File: config.mk
export PLATFORM = sky130hd
export DESIGN_NAME = two_tube_coincidence_counter_flat
export DESIGN_NICKNAME = d
export VERILOG_FILES = /design/src/ttcc_pkg.sv /design/src/ttcc_if.sv /design/src/two_tube_coincidence_counter.sv /design/src/ttcc_front.sv /design/src/ttcc_queue.sv /design/src/ttcc_back.sv /design/src/flat_wrapper.sv
export SDC_FILE = /design/constraint.sdc
export NUM_CORES = 1
export LEC_CHECK = 0
export BUFFER_PORTS_ARGS = -buffer_cell sky130_fd_sc_hd__buf_2
export CORE_MARGIN = 10
export CORE_UTILIZATION = 65
export CTS_CLUSTER_DIAMETER = 50
export DETAILED_ROUTE_END_ITERATION = 6
export PLACE_DENSITY = 0.85
export SLEW_MARGIN = 15
export SYNTH_ARGS = -nofsm -noshare
export SYNTH_HDL_FRONTEND = slang
export SYNTH_SLANG_ARGS = --single-unit
File: constraint.sdc
create_clock -name clk -period 27.2 [get_ports clk]
set_clock_uncertainty 0.1 [all_clocks]
set_input_delay 5.44 -clock clk [delete_from_list [all_inputs] [get_ports clk]]
set_output_delay 5.44 -clock clk [all_outputs]
set_load 0.1 [all_outputs]
File: src/ttcc_pkg.sv
// Shared constants, types and command codes of the two-tube coincidence counter.
`default_nettype none
package ttcc_pkg;

  localparam int unsigned COUNT_WIDTH  = 32;
  localparam int unsigned TIME_WIDTH   = 32;
  localparam int unsigned WINDOW_WIDTH = 20;
  localparam int unsigned QUEUE_DEPTH  = 4;
  localparam int unsigned QUEUE_AW     = $clog2(QUEUE_DEPTH);

  localparam logic [WINDOW_WIDTH-1:0] WINDOW_RESET = WINDOW_WIDTH'(1000);

  typedef logic [1:0]             func_t;
  typedef logic [TIME_WIDTH-1:0]  stamp_t;
  typedef logic [COUNT_WIDTH-1:0] count_t;
  typedef logic [WINDOW_WIDTH-1:0] window_t;

  localparam func_t FUNC_TUBE1    = 2'd0;
  localparam func_t FUNC_TUBE2    = 2'd1;
  localparam func_t FUNC_BOUNDARY = 2'd2;
  localparam func_t FUNC_DAY      = 2'd3;

  typedef enum logic [1:0] {
    KIND_TUBE1,
    KIND_TUBE2,
    KIND_BOUNDARY,
    KIND_DAY
  } kind_t;

  typedef struct packed {
    kind_t  kind;
    stamp_t stamp;
  } cmd_t;

  typedef struct packed {
    logic full;
    logic empty;
  } qstat_t;

endpackage
`default_nettype wire

File: src/ttcc_if.sv
// Event and result channel interfaces of the coincidence counter.
`default_nettype none
interface ttcc_in_if;
  logic                  valid;
  logic                  ready;
  ttcc_pkg::func_t       func;
  ttcc_pkg::stamp_t      timestamp_us;

  modport source (output valid, output func, output timestamp_us, input ready);
  modport sink   (input valid, input func, input timestamp_us, output ready);
endinterface

interface ttcc_out_if;
  logic                  valid;
  logic                  ready;
  ttcc_pkg::count_t      interval_tube1_count;
  ttcc_pkg::count_t      interval_tube2_count;
  ttcc_pkg::count_t      interval_coincidence_count;
  ttcc_pkg::count_t      daily_tube1_count;
  ttcc_pkg::count_t      daily_tube2_count;
  ttcc_pkg::count_t      daily_coincidence_count;
  logic                  coincidence_found;
  logic                  record_valid;
  logic                  syncing;

  modport source (
    output valid, input ready,
    output interval_tube1_count, output interval_tube2_count,
    output interval_coincidence_count, output daily_tube1_count,
    output daily_tube2_count, output daily_coincidence_count,
    output coincidence_found, output record_valid, output syncing
  );
  modport sink (
    input valid, output ready,
    input interval_tube1_count, input interval_tube2_count,
    input interval_coincidence_count, input daily_tube1_count,
    input daily_tube2_count, input daily_coincidence_count,
    input coincidence_found, input record_valid, input syncing
  );
endinterface
`default_nettype wire

File: src/two_tube_coincidence_counter.sv
// Top level of the two-tube coincidence counter.
//
// events carries one timestamped word per handshake: func selects a tube 1
// pulse, a tube 2 pulse, an interval boundary or a day change. results
// returns exactly one word per event: the interval and daily counts after
// the event's increments (before any clear it causes), the coincidence flag,
// the closed-record flag and the syncing flag.
// cfg_write/cfg_data load the coincidence window in microseconds; write it
// only while no event is in flight.
// Throughput is one event per cycle while results.ready stays high. From the
// accepting edge, the front end's classify register moves the word into the
// queue, and the back end reads the queue head directly into its result
// register. The back end updates the counters and stored pulse times on the
// same edge that loads its result register, which sets that rate.
// Reset clears all counters and stored times, sets the window to 1000 us and
// enters the syncing phase until the first interval boundary.
// When the receiver stalls, the result word holds, the four-entry queue
// fills, then the front register, and only then does events.ready drop.
`default_nettype none
module two_tube_coincidence_counter (
  input  wire logic              clk,
  input  wire logic              rst,
  ttcc_in_if.sink                events,
  ttcc_out_if.source             results,
  input  wire logic              cfg_write,
  input  wire ttcc_pkg::window_t cfg_data
);

  ttcc_pkg::qstat_t qstat;
  ttcc_pkg::cmd_t   push_cmd;
  ttcc_pkg::cmd_t   pop_cmd;
  logic             push_valid;
  logic             pop;

  ttcc_front u_front (
    .clk       (clk),
    .rst       (rst),
    .events    (events),
    .qstat     (qstat),
    .cmd_valid (push_valid),
    .cmd       (push_cmd)
  );

  ttcc_queue u_queue (
    .clk        (clk),
    .rst        (rst),
    .push_valid (push_valid),
    .push_cmd   (push_cmd),
    .pop        (pop),
    .pop_cmd    (pop_cmd),
    .qstat      (qstat)
  );

  ttcc_back u_back (
    .clk       (clk),
    .rst       (rst),
    .cfg_write (cfg_write),
    .cfg_data  (cfg_data),
    .qstat     (qstat),
    .pop_cmd   (pop_cmd),
    .pop       (pop),
    .results   (results)
  );

endmodule
`default_nettype wire

File: src/ttcc_front.sv
// Front end: accepts events, classifies them and hands commands to the queue.
`default_nettype none
module ttcc_front (
  input  wire logic            clk,
  input  wire logic            rst,
  ttcc_in_if.sink              events,
  input  wire ttcc_pkg::qstat_t qstat,
  output logic                 cmd_valid,
  output ttcc_pkg::cmd_t       cmd
);

  logic           stage_valid;
  ttcc_pkg::cmd_t stage_cmd;
  ttcc_pkg::cmd_t decoded;

  // Take a new word when the stage is empty or drains into the queue this cycle.
  assign events.ready = !stage_valid || !qstat.full;
  assign cmd_valid    = stage_valid;
  assign cmd          = stage_cmd;

  always_comb begin
    decoded.stamp = events.timestamp_us;
    unique case (events.func)
      ttcc_pkg::FUNC_TUBE1:    decoded.kind = ttcc_pkg::KIND_TUBE1;
      ttcc_pkg::FUNC_TUBE2:    decoded.kind = ttcc_pkg::KIND_TUBE2;
      ttcc_pkg::FUNC_BOUNDARY: decoded.kind = ttcc_pkg::KIND_BOUNDARY;
      ttcc_pkg::FUNC_DAY:      decoded.kind = ttcc_pkg::KIND_DAY;
      default:                 decoded.kind = ttcc_pkg::KIND_DAY;
    endcase
  end

  always_ff @(posedge clk) begin
    if (rst) begin
      stage_valid <= 1'b0;
    end else if (events.ready) begin
      stage_valid <= events.valid;
    end
  end

  always_ff @(posedge clk) begin
    if (events.valid && events.ready) begin
      stage_cmd <= decoded;
    end
  end

endmodule
`default_nettype wire

File: src/ttcc_queue.sv
// Short command queue between the front end and the counting back end.
`default_nettype none
module ttcc_queue (
  input  wire logic            clk,
  input  wire logic            rst,
  input  wire logic            push_valid,
  input  wire ttcc_pkg::cmd_t  push_cmd,
  input  wire logic            pop,
  output ttcc_pkg::cmd_t       pop_cmd,
  output ttcc_pkg::qstat_t     qstat
);

  localparam logic [ttcc_pkg::QUEUE_AW:0]   DEPTH_CNT =
    (ttcc_pkg::QUEUE_AW+1)'(ttcc_pkg::QUEUE_DEPTH);
  localparam logic [ttcc_pkg::QUEUE_AW-1:0] LAST_PTR  =
    ttcc_pkg::QUEUE_AW'(ttcc_pkg::QUEUE_DEPTH - 1);

  ttcc_pkg::cmd_t                entries [ttcc_pkg::QUEUE_DEPTH];
  logic [ttcc_pkg::QUEUE_AW-1:0] wr_ptr;
  logic [ttcc_pkg::QUEUE_AW-1:0] rd_ptr;
  logic [ttcc_pkg::QUEUE_AW:0]   count;
  logic                          push_ok;
  logic                          pop_ok;

  assign qstat.full  = (count == DEPTH_CNT);
  assign qstat.empty = (count == '0);
  assign push_ok     = push_valid && !qstat.full;
  assign pop_ok      = pop && !qstat.empty;
  assign pop_cmd     = entries[rd_ptr];

  always_ff @(posedge clk) begin
    if (rst) begin
      wr_ptr <= '0;
      rd_ptr <= '0;
      count  <= '0;
    end else begin
      if (push_ok) begin
        wr_ptr <= (wr_ptr == LAST_PTR) ? '0 : wr_ptr + 1'b1;
      end
      if (pop_ok) begin
        rd_ptr <= (rd_ptr == LAST_PTR) ? '0 : rd_ptr + 1'b1;
      end
      unique case ({push_ok, pop_ok})
        2'b10:   count <= count + 1'b1;
        2'b01:   count <= count - 1'b1;
        default: count <= count;
      endcase
    end
  end

  always_ff @(posedge clk) begin
    if (push_ok) begin
      entries[wr_ptr] <= push_cmd;
    end
  end

  a_count_bound: assert property (@(posedge clk) disable iff (rst)
    count <= DEPTH_CNT)
    else $error("queue count above depth");

  a_full_holds: assert property (@(posedge clk) disable iff (rst)
    push_valid && qstat.full && !pop |=> qstat.full)
    else $error("push into full queue changed fill level");

endmodule
`default_nettype wire

File: src/ttcc_back.sv
// Back end: coincidence test, saturating counters and the result register.
`default_nettype none
module ttcc_back (
  input  wire logic              clk,
  input  wire logic              rst,
  input  wire logic              cfg_write,
  input  wire ttcc_pkg::window_t cfg_data,
  input  wire ttcc_pkg::qstat_t  qstat,
  input  wire ttcc_pkg::cmd_t    pop_cmd,
  output logic                   pop,
  ttcc_out_if.source             results
);

  function automatic ttcc_pkg::count_t sat_inc(input ttcc_pkg::count_t v);
    return (&v) ? v : v + ttcc_pkg::count_t'(1);
  endfunction

  ttcc_pkg::window_t window;
  ttcc_pkg::stamp_t  last_tube1_time;
  ttcc_pkg::stamp_t  last_tube2_time;
  ttcc_pkg::stamp_t  last_coincidence_time;
  ttcc_pkg::count_t  interval_tube1;
  ttcc_pkg::count_t  interval_tube2;
  ttcc_pkg::count_t  interval_coincidences;
  ttcc_pkg::count_t  daily_tube1;
  ttcc_pkg::count_t  daily_tube2;
  ttcc_pkg::count_t  daily_coincidences;
  logic              waiting_sync;

  logic              is_tube1;
  logic              is_tube2;
  logic              is_pulse;
  logic              is_boundary;
  logic              is_day;
  ttcc_pkg::stamp_t  other_time;
  ttcc_pkg::stamp_t  gap_other;
  ttcc_pkg::stamp_t  gap_coin;
  ttcc_pkg::stamp_t  window_wide;
  logic              hit;
  ttcc_pkg::count_t  interval_tube1_next;
  ttcc_pkg::count_t  interval_tube2_next;
  ttcc_pkg::count_t  interval_coincidences_next;
  ttcc_pkg::count_t  daily_tube1_next;
  ttcc_pkg::count_t  daily_tube2_next;
  ttcc_pkg::count_t  daily_coincidences_next;

  // Advance when a command waits and the result register is free or being taken.
  assign pop = !qstat.empty && (!results.valid || results.ready);

  assign is_tube1    = (pop_cmd.kind == ttcc_pkg::KIND_TUBE1);
  assign is_tube2    = (pop_cmd.kind == ttcc_pkg::KIND_TUBE2);
  assign is_boundary = (pop_cmd.kind == ttcc_pkg::KIND_BOUNDARY);
  assign is_day      = (pop_cmd.kind == ttcc_pkg::KIND_DAY);
  assign is_pulse    = is_tube1 || is_tube2;

  // Time differences wrap modulo the timestamp width.
  assign other_time  = is_tube1 ? last_tube2_time : last_tube1_time;
  assign gap_other   = pop_cmd.stamp - other_time;
  assign gap_coin    = pop_cmd.stamp - last_coincidence_time;
  assign window_wide = ttcc_pkg::stamp_t'(window);
  assign hit         = is_pulse && (gap_other <= window_wide) && (gap_coin > window_wide);

  assign interval_tube1_next        = is_tube1 ? sat_inc(interval_tube1) : interval_tube1;
  assign interval_tube2_next        = is_tube2 ? sat_inc(interval_tube2) : interval_tube2;
  assign interval_coincidences_next = hit ? sat_inc(interval_coincidences)
                                          : interval_coincidences;
  assign daily_tube1_next           = is_tube1 ? sat_inc(daily_tube1) : daily_tube1;
  assign daily_tube2_next           = is_tube2 ? sat_inc(daily_tube2) : daily_tube2;
  assign daily_coincidences_next    = hit ? sat_inc(daily_coincidences) : daily_coincidences;

  always_ff @(posedge clk) begin
    if (rst) begin
      window <= ttcc_pkg::WINDOW_RESET;
    end else if (cfg_write) begin
      window <= cfg_data;
    end
  end

  always_ff @(posedge clk) begin
    if (rst) begin
      results.valid         <= 1'b0;
      last_tube1_time       <= '0;
      last_tube2_time       <= '0;
      last_coincidence_time <= '0;
      interval_tube1        <= '0;
      interval_tube2        <= '0;
      interval_coincidences <= '0;
      daily_tube1           <= '0;
      daily_tube2           <= '0;
      daily_coincidences    <= '0;
      waiting_sync          <= 1'b1;
    end else begin
      if (pop) begin
        results.valid <= 1'b1;
      end else if (results.ready) begin
        results.valid <= 1'b0;
      end
      if (pop) begin
        if (is_tube1) begin
          last_tube1_time <= pop_cmd.stamp;
        end
        if (is_tube2) begin
          last_tube2_time <= pop_cmd.stamp;
        end
        if (hit) begin
          last_coincidence_time <= pop_cmd.stamp;
        end
        // Boundaries clear the interval counts after they are reported.
        interval_tube1        <= is_boundary ? '0 : interval_tube1_next;
        interval_tube2        <= is_boundary ? '0 : interval_tube2_next;
        interval_coincidences <= is_boundary ? '0 : interval_coincidences_next;
        daily_tube1           <= is_day ? '0 : daily_tube1_next;
        daily_tube2           <= is_day ? '0 : daily_tube2_next;
        daily_coincidences    <= is_day ? '0 : daily_coincidences_next;
        if (is_boundary) begin
          waiting_sync <= 1'b0;
        end
      end
    end
  end

  always_ff @(posedge clk) begin
    if (pop) begin
      results.interval_tube1_count       <= interval_tube1_next;
      results.interval_tube2_count       <= interval_tube2_next;
      results.interval_coincidence_count <= interval_coincidences_next;
      results.daily_tube1_count          <= daily_tube1_next;
      results.daily_tube2_count          <= daily_tube2_next;
      results.daily_coincidence_count    <= daily_coincidences_next;
      results.coincidence_found          <= hit;
      results.record_valid               <= is_boundary && !waiting_sync;
      results.syncing                    <= waiting_sync && !is_boundary;
    end
  end

  a_record_after_sync: assert property (@(posedge clk) disable iff (rst)
    results.valid && results.record_valid |-> !results.syncing)
    else $error("closed record reported while syncing");

  a_sync_sticks: assert property (@(posedge clk) disable iff (rst)
    !waiting_sync |=> !waiting_sync)
    else $error("syncing phase re-entered without reset");

  a_no_coin_on_edge: assert property (@(posedge clk) disable iff (rst)
    pop && !is_pulse |=> !results.coincidence_found)
    else $error("coincidence flagged on a non-pulse event");

  a_coin_counted: assert property (@(posedge clk) disable iff (rst)
    results.valid && results.coincidence_found |-> results.daily_coincidence_count != '0)
    else $error("coincidence flagged with zero daily count");

endmodule
`default_nettype wire
File: src/flat_wrapper.sv
// flat-port wrapper written by rule: the top's interface ports become plain ports
module two_tube_coincidence_counter_flat 
  (clk, rst, cfg_write, cfg_data, events_valid, events_func, events_timestamp_us, events_ready, results_valid, results_ready, results_interval_tube1_count, results_interval_tube2_count, results_interval_coincidence_count, results_daily_tube1_count, results_daily_tube2_count, results_daily_coincidence_count, results_coincidence_found, results_record_valid, results_syncing);
  ttcc_in_if events_i ();
  ttcc_out_if results_i ();
  input  wire logic clk;
  input  wire logic rst;
  input  wire logic cfg_write;
  input  wire ttcc_pkg::window_t cfg_data;
  input wire logic [$bits(events_i.valid)-1:0] events_valid;
  input wire logic [$bits(events_i.func)-1:0] events_func;
  input wire logic [$bits(events_i.timestamp_us)-1:0] events_timestamp_us;
  output wire logic [$bits(events_i.ready)-1:0] events_ready;
  output wire logic [$bits(results_i.valid)-1:0] results_valid;
  input wire logic [$bits(results_i.ready)-1:0] results_ready;
  output wire logic [$bits(results_i.interval_tube1_count)-1:0] results_interval_tube1_count;
  output wire logic [$bits(results_i.interval_tube2_count)-1:0] results_interval_tube2_count;
  output wire logic [$bits(results_i.interval_coincidence_count)-1:0] results_interval_coincidence_count;
  output wire logic [$bits(results_i.daily_tube1_count)-1:0] results_daily_tube1_count;
  output wire logic [$bits(results_i.daily_tube2_count)-1:0] results_daily_tube2_count;
  output wire logic [$bits(results_i.daily_coincidence_count)-1:0] results_daily_coincidence_count;
  output wire logic [$bits(results_i.coincidence_found)-1:0] results_coincidence_found;
  output wire logic [$bits(results_i.record_valid)-1:0] results_record_valid;
  output wire logic [$bits(results_i.syncing)-1:0] results_syncing;
  assign events_i.valid = events_valid;
  assign events_i.func = events_func;
  assign events_i.timestamp_us = events_timestamp_us;
  assign events_ready = events_i.ready;
  assign results_valid = results_i.valid;
  assign results_i.ready = results_ready;
  assign results_interval_tube1_count = results_i.interval_tube1_count;
  assign results_interval_tube2_count = results_i.interval_tube2_count;
  assign results_interval_coincidence_count = results_i.interval_coincidence_count;
  assign results_daily_tube1_count = results_i.daily_tube1_count;
  assign results_daily_tube2_count = results_i.daily_tube2_count;
  assign results_daily_coincidence_count = results_i.daily_coincidence_count;
  assign results_coincidence_found = results_i.coincidence_found;
  assign results_record_valid = results_i.record_valid;
  assign results_syncing = results_i.syncing;
  two_tube_coincidence_counter u_core (.clk(clk), .rst(rst), .events(events_i), .results(results_i), .cfg_write(cfg_write), .cfg_data(cfg_data));
endmodule
==> results of run 1 <==
==> cells by family after synthesis <==
group | after synthesis | synth area share, %
simple gates | 1249 | 17.4
flops | 685 | 51.4
compound gates | 659 | 12.3
buf+inv | 271 | 3.12
xor+xnor | 237 | 6.17
mux | 132 | 5.21
fa+ha+maj | 117 | 4.40
==> layout by cell type (no fill, tap or decap), types with 12 or more instances in the layout <==
master                        n
sky130_fd_sc_hd__and3_1      70
sky130_fd_sc_hd__o211ai_1    46
sky130_fd_sc_hd__clkinv_2    12
sky130_fd_sc_hd__mux4_2      34
sky130_fd_sc_hd__or3_1       15
sky130_fd_sc_hd__buf_2      254
sky130_fd_sc_hd__a21oi_1    238
sky130_fd_sc_hd__ha_1       114
sky130_fd_sc_hd__a31oi_1     28
sky130_fd_sc_hd__o21a_1      18
sky130_fd_sc_hd__nand2_1    399
sky130_fd_sc_hd__clkbuf_1    17
sky130_fd_sc_hd__clkbuf_16   74
sky130_fd_sc_hd__and2_1      20
sky130_fd_sc_hd__dfxtp_1    319
sky130_fd_sc_hd__edfxtp_1   365
sky130_fd_sc_hd__a22oi_1     78
sky130_fd_sc_hd__or4_1       27
sky130_fd_sc_hd__o21ai_0    113
sky130_fd_sc_hd__inv_1       92
sky130_fd_sc_hd__nand3_1    126
sky130_fd_sc_hd__nand2b_1    17
sky130_fd_sc_hd__mux2i_1     89
sky130_fd_sc_hd__nor4_1      23
sky130_fd_sc_hd__nor2_1     341
sky130_fd_sc_hd__xor2_1     110
sky130_fd_sc_hd__xnor2_1    126
sky130_fd_sc_hd__buf_4       32
sky130_fd_sc_hd__a21o_1      30
sky130_fd_sc_hd__and4_1      15
sky130_fd_sc_hd__nand4_1     58
sky130_fd_sc_hd__a211oi_1    16
sky130_fd_sc_hd__nor3_1      78
==> per-stage QoR <==
step / power, mW / cells / hold slack (ns)
final: 4.89 / 4276 / 0.357
after CTS: 4.87 / 4273 / 0.354
after detailed placement: 3.93 / 4139 / 0.346
after global routing: 5.09 / 4276 / 0.368
after global placement: 3.87 / 4139 / 0.341
after floorplan: 3.43 / 3350 / 0.336
==> final cells by class <==
type | instances | area share, %
timing repair buffer | 287 | 4.04
antenna | 3 | 0.0199
inverter | 93 | 0.944
tap | 680 | 2.25
multi-input combinational | 2394 | 40.7
clock inverter | 40 | 0.871
clock buffer | 94 | 5.18
sequential | 685 | 46.0
==> layer usage <==
metal	vias up	GRT usage (%)	wire (um)
li1	12600	-	-
met4	2	11.0	2840
met2	1303	48.8	44400
met5	-	0	9
met3	206	4.32	7150
met1	13200	37.6	36900
==> where the power goes <==
group	internal, mW	leakage (nW)	switching (mW)	total (mW)
clock	0.535	1.12	0.413	0.947
sequential	1.33	6.08	0.0781	1.41
combinational	0.509	7.21	2.02	2.53
total	2.37	14.4	2.51	4.89
==> worst register-to-register path: cells and delay by family, from the launching register on <==
kind,cells,cell delay (ns)
buf+inv,2,0.58
simple gates,13,4.44
mux,1,0.76
flops,1,0.31
compound gates,7,1.72
fa+ha+maj,3,0.90
xor+xnor,1,0.16
==> worst max path at each step <==
stage	from	end	slack, ns	depth (start not counted)
2_1_floorplan	results_ready	u_core.u_queue.count[2]$_SDFFE_PP0P_	13.30	13
3_3_place_gp	results_ready	u_core.u_back.interval_coincidences[22]$_SDFFE_PP0P_	18.43	9
3_5_place_dp	flip-flop	u_core.u_back.daily_coincidences[5]$_SDFFE_PP0P_	18.27	24
4_1_cts	flip-flop	u_core.u_back.daily_coincidences[5]$_SDFFE_PP0P_	18.22	24
5_1_grt	flip-flop	u_core.u_back.daily_coincidences[5]$_SDFFE_PP0P_	17.43	24
6_report	flip-flop	u_core.u_back.daily_coincidences[5]$_SDFFE_PP0P_	18.15	27
==> cell usage after synthesis (89+ instances only) <==
cell / count / area share, %
sky130_fd_sc_hd__inv_1: 93 / 1.0
sky130_fd_sc_hd__edfxtp_1: 365 / 32
sky130_fd_sc_hd__o21ai_0: 113 / 1.7
sky130_fd_sc_hd__xor2_1: 110 / 2.9
sky130_fd_sc_hd__nand2_1: 401 / 4.5
sky130_fd_sc_hd__clkbuf_1: 150 / 1.7
sky130_fd_sc_hd__dfxtp_1: 320 / 19
sky130_fd_sc_hd__a21oi_1: 239 / 3.5
sky130_fd_sc_hd__ha_1: 114 / 4.2
sky130_fd_sc_hd__nor2_1: 345 / 3.8
sky130_fd_sc_hd__xnor2_1: 126 / 3.3
sky130_fd_sc_hd__mux2i_1: 89 / 2.6
sky130_fd_sc_hd__nand3_1: 126 / 1.9
==> summary by stage, run 1 <==
Run status
The flow ran to the end, but the final reports show violations. The final reports fail on design-rule violations.

Detailed routing
The detail-routed via count per cell is 6.37. Summing over every cut layer, the via total after detailed routing is 27,200. In this run, the number of DRC markers left after iteration 0 of detailed routing was 3,096. For this run, design rule violations remaining after detail routing come to 3. The iteration count of the initial detailed-routing pass is 7. Dividing the detail-routed wire length by the instance count gives 21.4 um. Summed over all layers, the routed wires come to 91,300 um. In this run the remaining antenna-violating nets after routing total 0.

Power
The maximum VDD drop is 0.164 mV. Summed over all cells, the static leakage comes to 14.4 nW. For this design the ratio of total power to cell area is 129 nW/um2.

Worst setup path
In this run the worst path has a maximum fanout of 34. The worst reg2reg path depth is 27. STA classifies the critical path endpoint as a flip-flop. The maximum cell stage delay along the critical path is 0.73 ns. The category of the worst setup path launch point is a flip-flop. Across all register-to-register paths, the minimum setup slack is 18.15 ns. The required time at the worst-slack endpoint is 27.66 ns.

Data arrives at the worst endpoint at 9.51 ns. The number of buffers and inverters on the critical path is 2. The terminus of the critical flop-to-flop path is u_core.u_back.daily_coincidences[5]$_SDFFE_PP0P_. The critical path's most frequent cell is sky130_fd_sc_hd__nor2_1. The critical path start-end classification is flip-flop to flip-flop.

The cell with the largest stage delay on the worst path is sky130_fd_sc_hd__mux4_2. Grouping stages by cell kind, the critical path spends the most delay in simple AND/OR/NAND/NOR gates.

Yosys
In this run, synthesis inferred 365 flip-flops with an integrated enable. For this run, the leading register cell type out of synthesis is sky130_fd_sc_hd__edfxtp_1. The number of storage elements in the synthesis netlist is 685. Yosys mapped the design onto 86 distinct sky130hd cell types. The cell count after synthesis came out at 3,350.

The synthesized netlist net count is 3,526. The mean instance size in the synthesized netlist is 10.1 um2. Sequential cells were found to cover 51.4% of the synthesized design area. Yosys printed 0 warnings. The synthesized netlist occupies a cell area of 33,800 um2. After synthesis, the share of flip-flops with an asynchronous set or reset is 0%.

Timing
The worst path needs 9.05 ns of the cycle, external delays included. The final number of hold-violating endpoints is 0. The remaining max-slew budget at the tightest pin is 25.0%.

Setup repair after global routing left no endpoint under its margin. In the post-route analysis, the smallest setup slack over all paths is 18.15 ns. The final critical path takes up 33.3% of the cycle. The setup TNS after final layout is 0 ns. The total of endpoints with negative setup slack in the final report is 0. The final max-slew violation count is 0. The slew at the pin closest to its max-slew limit is 1.12 ns. Derived from the worst setup path, the maximum achievable clock frequency is 0.110 GHz.

Place
During placement, the flow inserted port buffers numbering 255. After legalization and detailed placement, the total HPWL measured 63,800 um. The total cell area at the placement stage is 35,500 um2. The final RePlAce weighted congestion is 0.968. Before CTS, the worst setup slack after placement is 18.27 ns.

Cells and area
For this run, the post-layout net count is 3,709. The area growth from synthesis to layout is 11.9%. Measured on the finished design, the core utilization comes to 73.5%. The fill cell total of the finished layout is 3,460. The flip-flop count of the largest register after layout is 136.

The area of combinational cells with multiple inputs is 15,400 um2. Across the whole layout, storage elements account for 17,400 um2. The post-route standard cell area excluding fillers is 37,800 um2. The proportion of layout cells with a drive suffix above 1 is 13.2%. u_core.u_queue.entries holds more flip-flops than any other register.

Min path
The number of cells traversed by the worst hold path is 2. The type of the most critical hold path is flip-flop to flip-flop. The hold path startpoint is u_core.u_back.last_tube2_time[16]$_SDFFE_PP0P_. For hold timing, the worst endpoint is u_core.u_back.last_tube2_time[16]$_SDFFE_PP0P_.

Clock tree
In this run, post-CTS repair resized a total of 0 instances. Buffers added to address setup during post-CTS repair amount to 0. The CTS clock-pin slew for the worst setup and hold paths is 0.06 ns.

The longest clock path from root to sink contains 3 buffers. In this run the clock root is driven by a sky130_fd_sc_hd__clkbuf_16. CTS saw 685 sinks. The CTS tree is yes. The clock reaches the later pin of the worst-skew pair after 0.63 ns. The number of H-tree levels is 3. The number of hold buffers added after CTS was 0. In this run, CTS created clock tree buffers numbering 72.

Global route
The number of antenna violations at the first check in global routing is 4. The total grt overflow is 0. The number of global-route vias before repair is 26,500. Entering global routing, the biggest net connects 124 pins.

The overall track demand over capacity in global routing is 29.0%. The first global-routing pass estimated 143,000 um of wire.

Floorplanning
The core region area is 51,400 um2. The vertical extent of the die is 248 um. 256 I/O pins were placed. The full die area is 61,500 um2.

For this configuration, the core starts out at a cell density of 65.7%. Measured along the x axis, the die boundary spans 248 um. The number of rows in the core area is 83.

Flow run
Across the run, the number of max-cap violations was 0.
(Power assumes the default switching activity.)
==> run 2, diff against run 1 <==
Settings changed: CORE_UTILIZATION 65 to 61, PLACE_DENSITY 0.85 to 0.81.
Clock period 27.2 ns to 8.68 ns, I/O delays scaled along.
==> summary by stage, run 2 (same netlist as run 1, synthesis figures left out) <==
Cells and area
The area overhead of the layout relative to synthesis is 13.0%. The proportion of layout cells with a drive suffix above 1 is 13.6% (+0.44 points). The number of nets in the finished design was 3,720 (+0.30%).

The area of combinational cells with multiple inputs was 15,400 um2 (about the same). The flip-flop count of the largest register after layout is 136 (unchanged). The register with the highest flop count is u_core.u_queue.entries. In the layout the commonest cells are 398 x sky130_fd_sc_hd__nand2_1, 365 x sky130_fd_sc_hd__edfxtp_1, 341 x sky130_fd_sc_hd__nor2_1, 319 x sky130_fd_sc_hd__dfxtp_1, 254 x sky130_fd_sc_hd__buf_2. The storage element area is 17,400 um2 (unchanged). Leaving out fill and tap cells, the most frequent cell in the layout is sky130_fd_sc_hd__nand2_1. The number of diodes is 0 (-3).

The fill cell total of the finished layout is 4,051 (+17%).

Clock tree
The buffer count from post-CTS setup fixing is 0 (unchanged). The clock sink total is 685 (unchanged). The CTS clock-pin slew for the worst setup and hold paths is 0.06 ns (about the same). The source-to-sink clock delay at the later pin of the worst-skew pair is 0.62 ns (about the same). The number of H-tree levels is 3 (unchanged). TritonCTS built the clock tree. The number of clock buffers inserted by TritonCTS is 77 (+6.9%).

The root cell of the clock tree is sky130_fd_sc_hd__clkbuf_16. The number of hold buffers added after cts came to 0 (unchanged). The quantity of gates resized following cts is 0 (unchanged).

The maximum root-to-sink buffer count is 3 (unchanged).

Worst setup path
The category of the worst setup path launch point is a flip-flop. The flop-to-flop setup slack came to 0.67 ns (-17.47 ns). The worst reg2reg path depth was 27 (unchanged).

The data arrival at the endpoint of the critical path was 8.27 ns (-1.24 ns). The critical path endpoint category is a flip-flop. The maximum fanout encountered on the critical timing path came to 29 (-15%). The required time at the worst-slack endpoint is 8.94 ns (-18.72 ns). The worst register-to-register path ends at u_core.u_back.results.daily_coincidence_count[26]$_DFFE_PP_.

The setup path with the least slack is of type flip-flop to flip-flop. The cell with the largest stage delay on the worst path is sky130_fd_sc_hd__or4_4. The maximum cell stage delay along the critical path is 0.71 ns (-0.02 ns).

Min path
The startpoint identified for the worst hold timing path is u_core.u_back.last_tube1_time[23]$_SDFFE_PP0P_. The number of cells traversed by the worst hold path came to 2 (unchanged). The worst hold path terminates at u_core.u_back.last_tube1_time[23]$_SDFFE_PP0P_.

The type of the most critical hold path is flip-flop to flip-flop.

Timing
The total of endpoints with negative setup slack in the final report is 0 (unchanged). The setup TNS after final layout is 0 ns (unchanged). The final max-slew violation count came to 0 (unchanged). The highest clock rate is 0.125 GHz (+13%).

Setup repair after global routing left no endpoint under its margin. The final period utilization was 92.2% (+59 points). The slew at the pin closest to its max-slew limit was 0.906 ns (-0.218 ns).

The remaining max-slew budget at the tightest pin is 39.6% (+15 points). The clock period minus worst slack is 8.01 ns (-1.05 ns). The final number of hold-violating endpoints is 0 (unchanged).

Detailed routing
The iteration count of the initial detailed-routing pass was 7 (unchanged). The post-detailed-routing wire length is 85,800 um (-6.1%). The routed length per placed instance came to 19.7 um (-7.8%). The remaining routing DRC violations came to 0 (-3). The count of antenna-violating nets left after detailed routing is 0 (unchanged). The total number of vias is 26,500 (-2.7%). The detail-routed via count per cell was 6.08 (-4.5%). The number of DRC markers in iteration 0 is 2,563 (-17%).

Global route
The wire length of the first global-routing pass was 135,000 um (-5.9%). The number of global-route vias before repair is 24,900 (-6.2%). The overall track demand over capacity in global routing is 25.8% (-3.3 points). The number of antenna violations at the first check in global routing is 0 (-4). The pin count of the biggest net entering global routing is 123 (-0.81%). The total grt overflow was 0 (unchanged).

Flow run
The max capacitance violation total is 0 (unchanged).

Run status
The run finished with clean final reports.

Power
The maximum VDD drop came to 0.429 mV (+160%). The total leakage power is 14.5 nW (+0.90%). The ratio of total power to cell area is 406 nW/um2 (+210%). The overall power is 15.5 mW (+220%).

Floorplanning
The full die area is 65,200 um2 (+6.0%). The vertical extent of the die is 255 um (+3.0%). The number of rows in the core area is 86 (+3.6%).

The initial core utilization is 61.4% (-4.3 points). The core region area is 55,000 um2 (+7.0%). The die width is 255 um (+3.0%). The number of top-level pins is 256 (unchanged).

Place
The number of buffers added on ports is 255 (unchanged). The half-perimeter wire length after placement is 59,800 um (-6.3%). The final RePlAce weighted congestion is 0.965 (-0.27%).
-- run 2: cell count changes in the layout (fill, tap and decap cells not counted), sizes merged --
cell / previous run / this run
bufinv: 2 / 5
clkinv: 28 / 27
inv: 101 / 106
diode: 3 / 0
clkbuf: 95 / 96
buf: 286 / 292
clkinvlp: 2 / 3
-- run 2: cell type report --
class | instances | area share (%)
Clock buffer | 95 | 5.39
Tap cell | 748 | 2.45
Sequential cell | 685 | 45.5
Timing Repair Buffer | 293 | 4.13
Inverter | 93 | 0.935
Clock inverter | 48 | 1.17
Multi-Input combinational cell | 2394 | 40.4
-- run 2: how the worst max path moves through the flow --
stage	startpoint	end	depth (start not counted)
2_1_floorplan	flip-flop	u_core.u_back.results.daily_coincidence_count[26]$_DFFE_PP_	28
3_3_place_gp	flip-flop	u_core.u_back.results.daily_coincidence_count[26]$_DFFE_PP_	27
3_5_place_dp	flip-flop	u_core.u_back.results.daily_coincidence_count[26]$_DFFE_PP_	27
4_1_cts	flip-flop	u_core.u_back.results.daily_coincidence_count[26]$_DFFE_PP_	27
5_1_grt	flip-flop	u_core.u_back.daily_coincidences[12]$_SDFFE_PP0P_	27
6_report	flip-flop	u_core.u_back.results.daily_coincidence_count[26]$_DFFE_PP_	27
-- run 2: per-layer routing --
| metal | vias to the layer above | share of wire [%] | track usage, % |
|---|---|---|---|
| met3 | 148 | 7.8 | 3.75 |
| met1 | 12700 | 42 | 34.6 |
| met4 | 0 | 2.7 | 8.76 |
| li1 | 12600 | - | - |
| met2 | 1082 | 48 | 42.4 |
| met5 | - | 0 | 0 |
-- run 2: report_power, final --
group          leakage (nW)  switching (mW)  internal [mW]
registers              6.08           0.268           4.16
clock network          1.22            1.32           1.86
logic                  7.24            6.27           1.61
-- run 2: through the flow --
| step | hold slack, ns | util, % | worst slack (ns) | area, um2 | cells |
|---|---|---|---|---|---|
| floorplan | 0.336 | - | 1.59 | 33800 | 3350 |
| global placement | 0.341 | 64.8 | 0.894 | 35600 | 4213 |
| detailed placement | 0.346 | 64.8 | 0.589 | 35600 | 4213 |
| CTS | 0.353 | 69.3 | 0.569 | 38100 | 4356 |
| global route | 0.367 | 69.4 | 0.123 | 38100 | 4356 |
| finish | 0.355 | 69.4 | 0.674 | 38100 | 4356 |
-- run 2: worst max-delay path, delay by kind of cell (launching register included) --
family,cells,cell delay (ns)
compound gates,7,1.75
xor+xnor,2,0.30
fa+ha+maj,3,0.90
buf+inv,2,0.42
flops,1,0.58
mux,1,0.42
simple gates,12,3.28
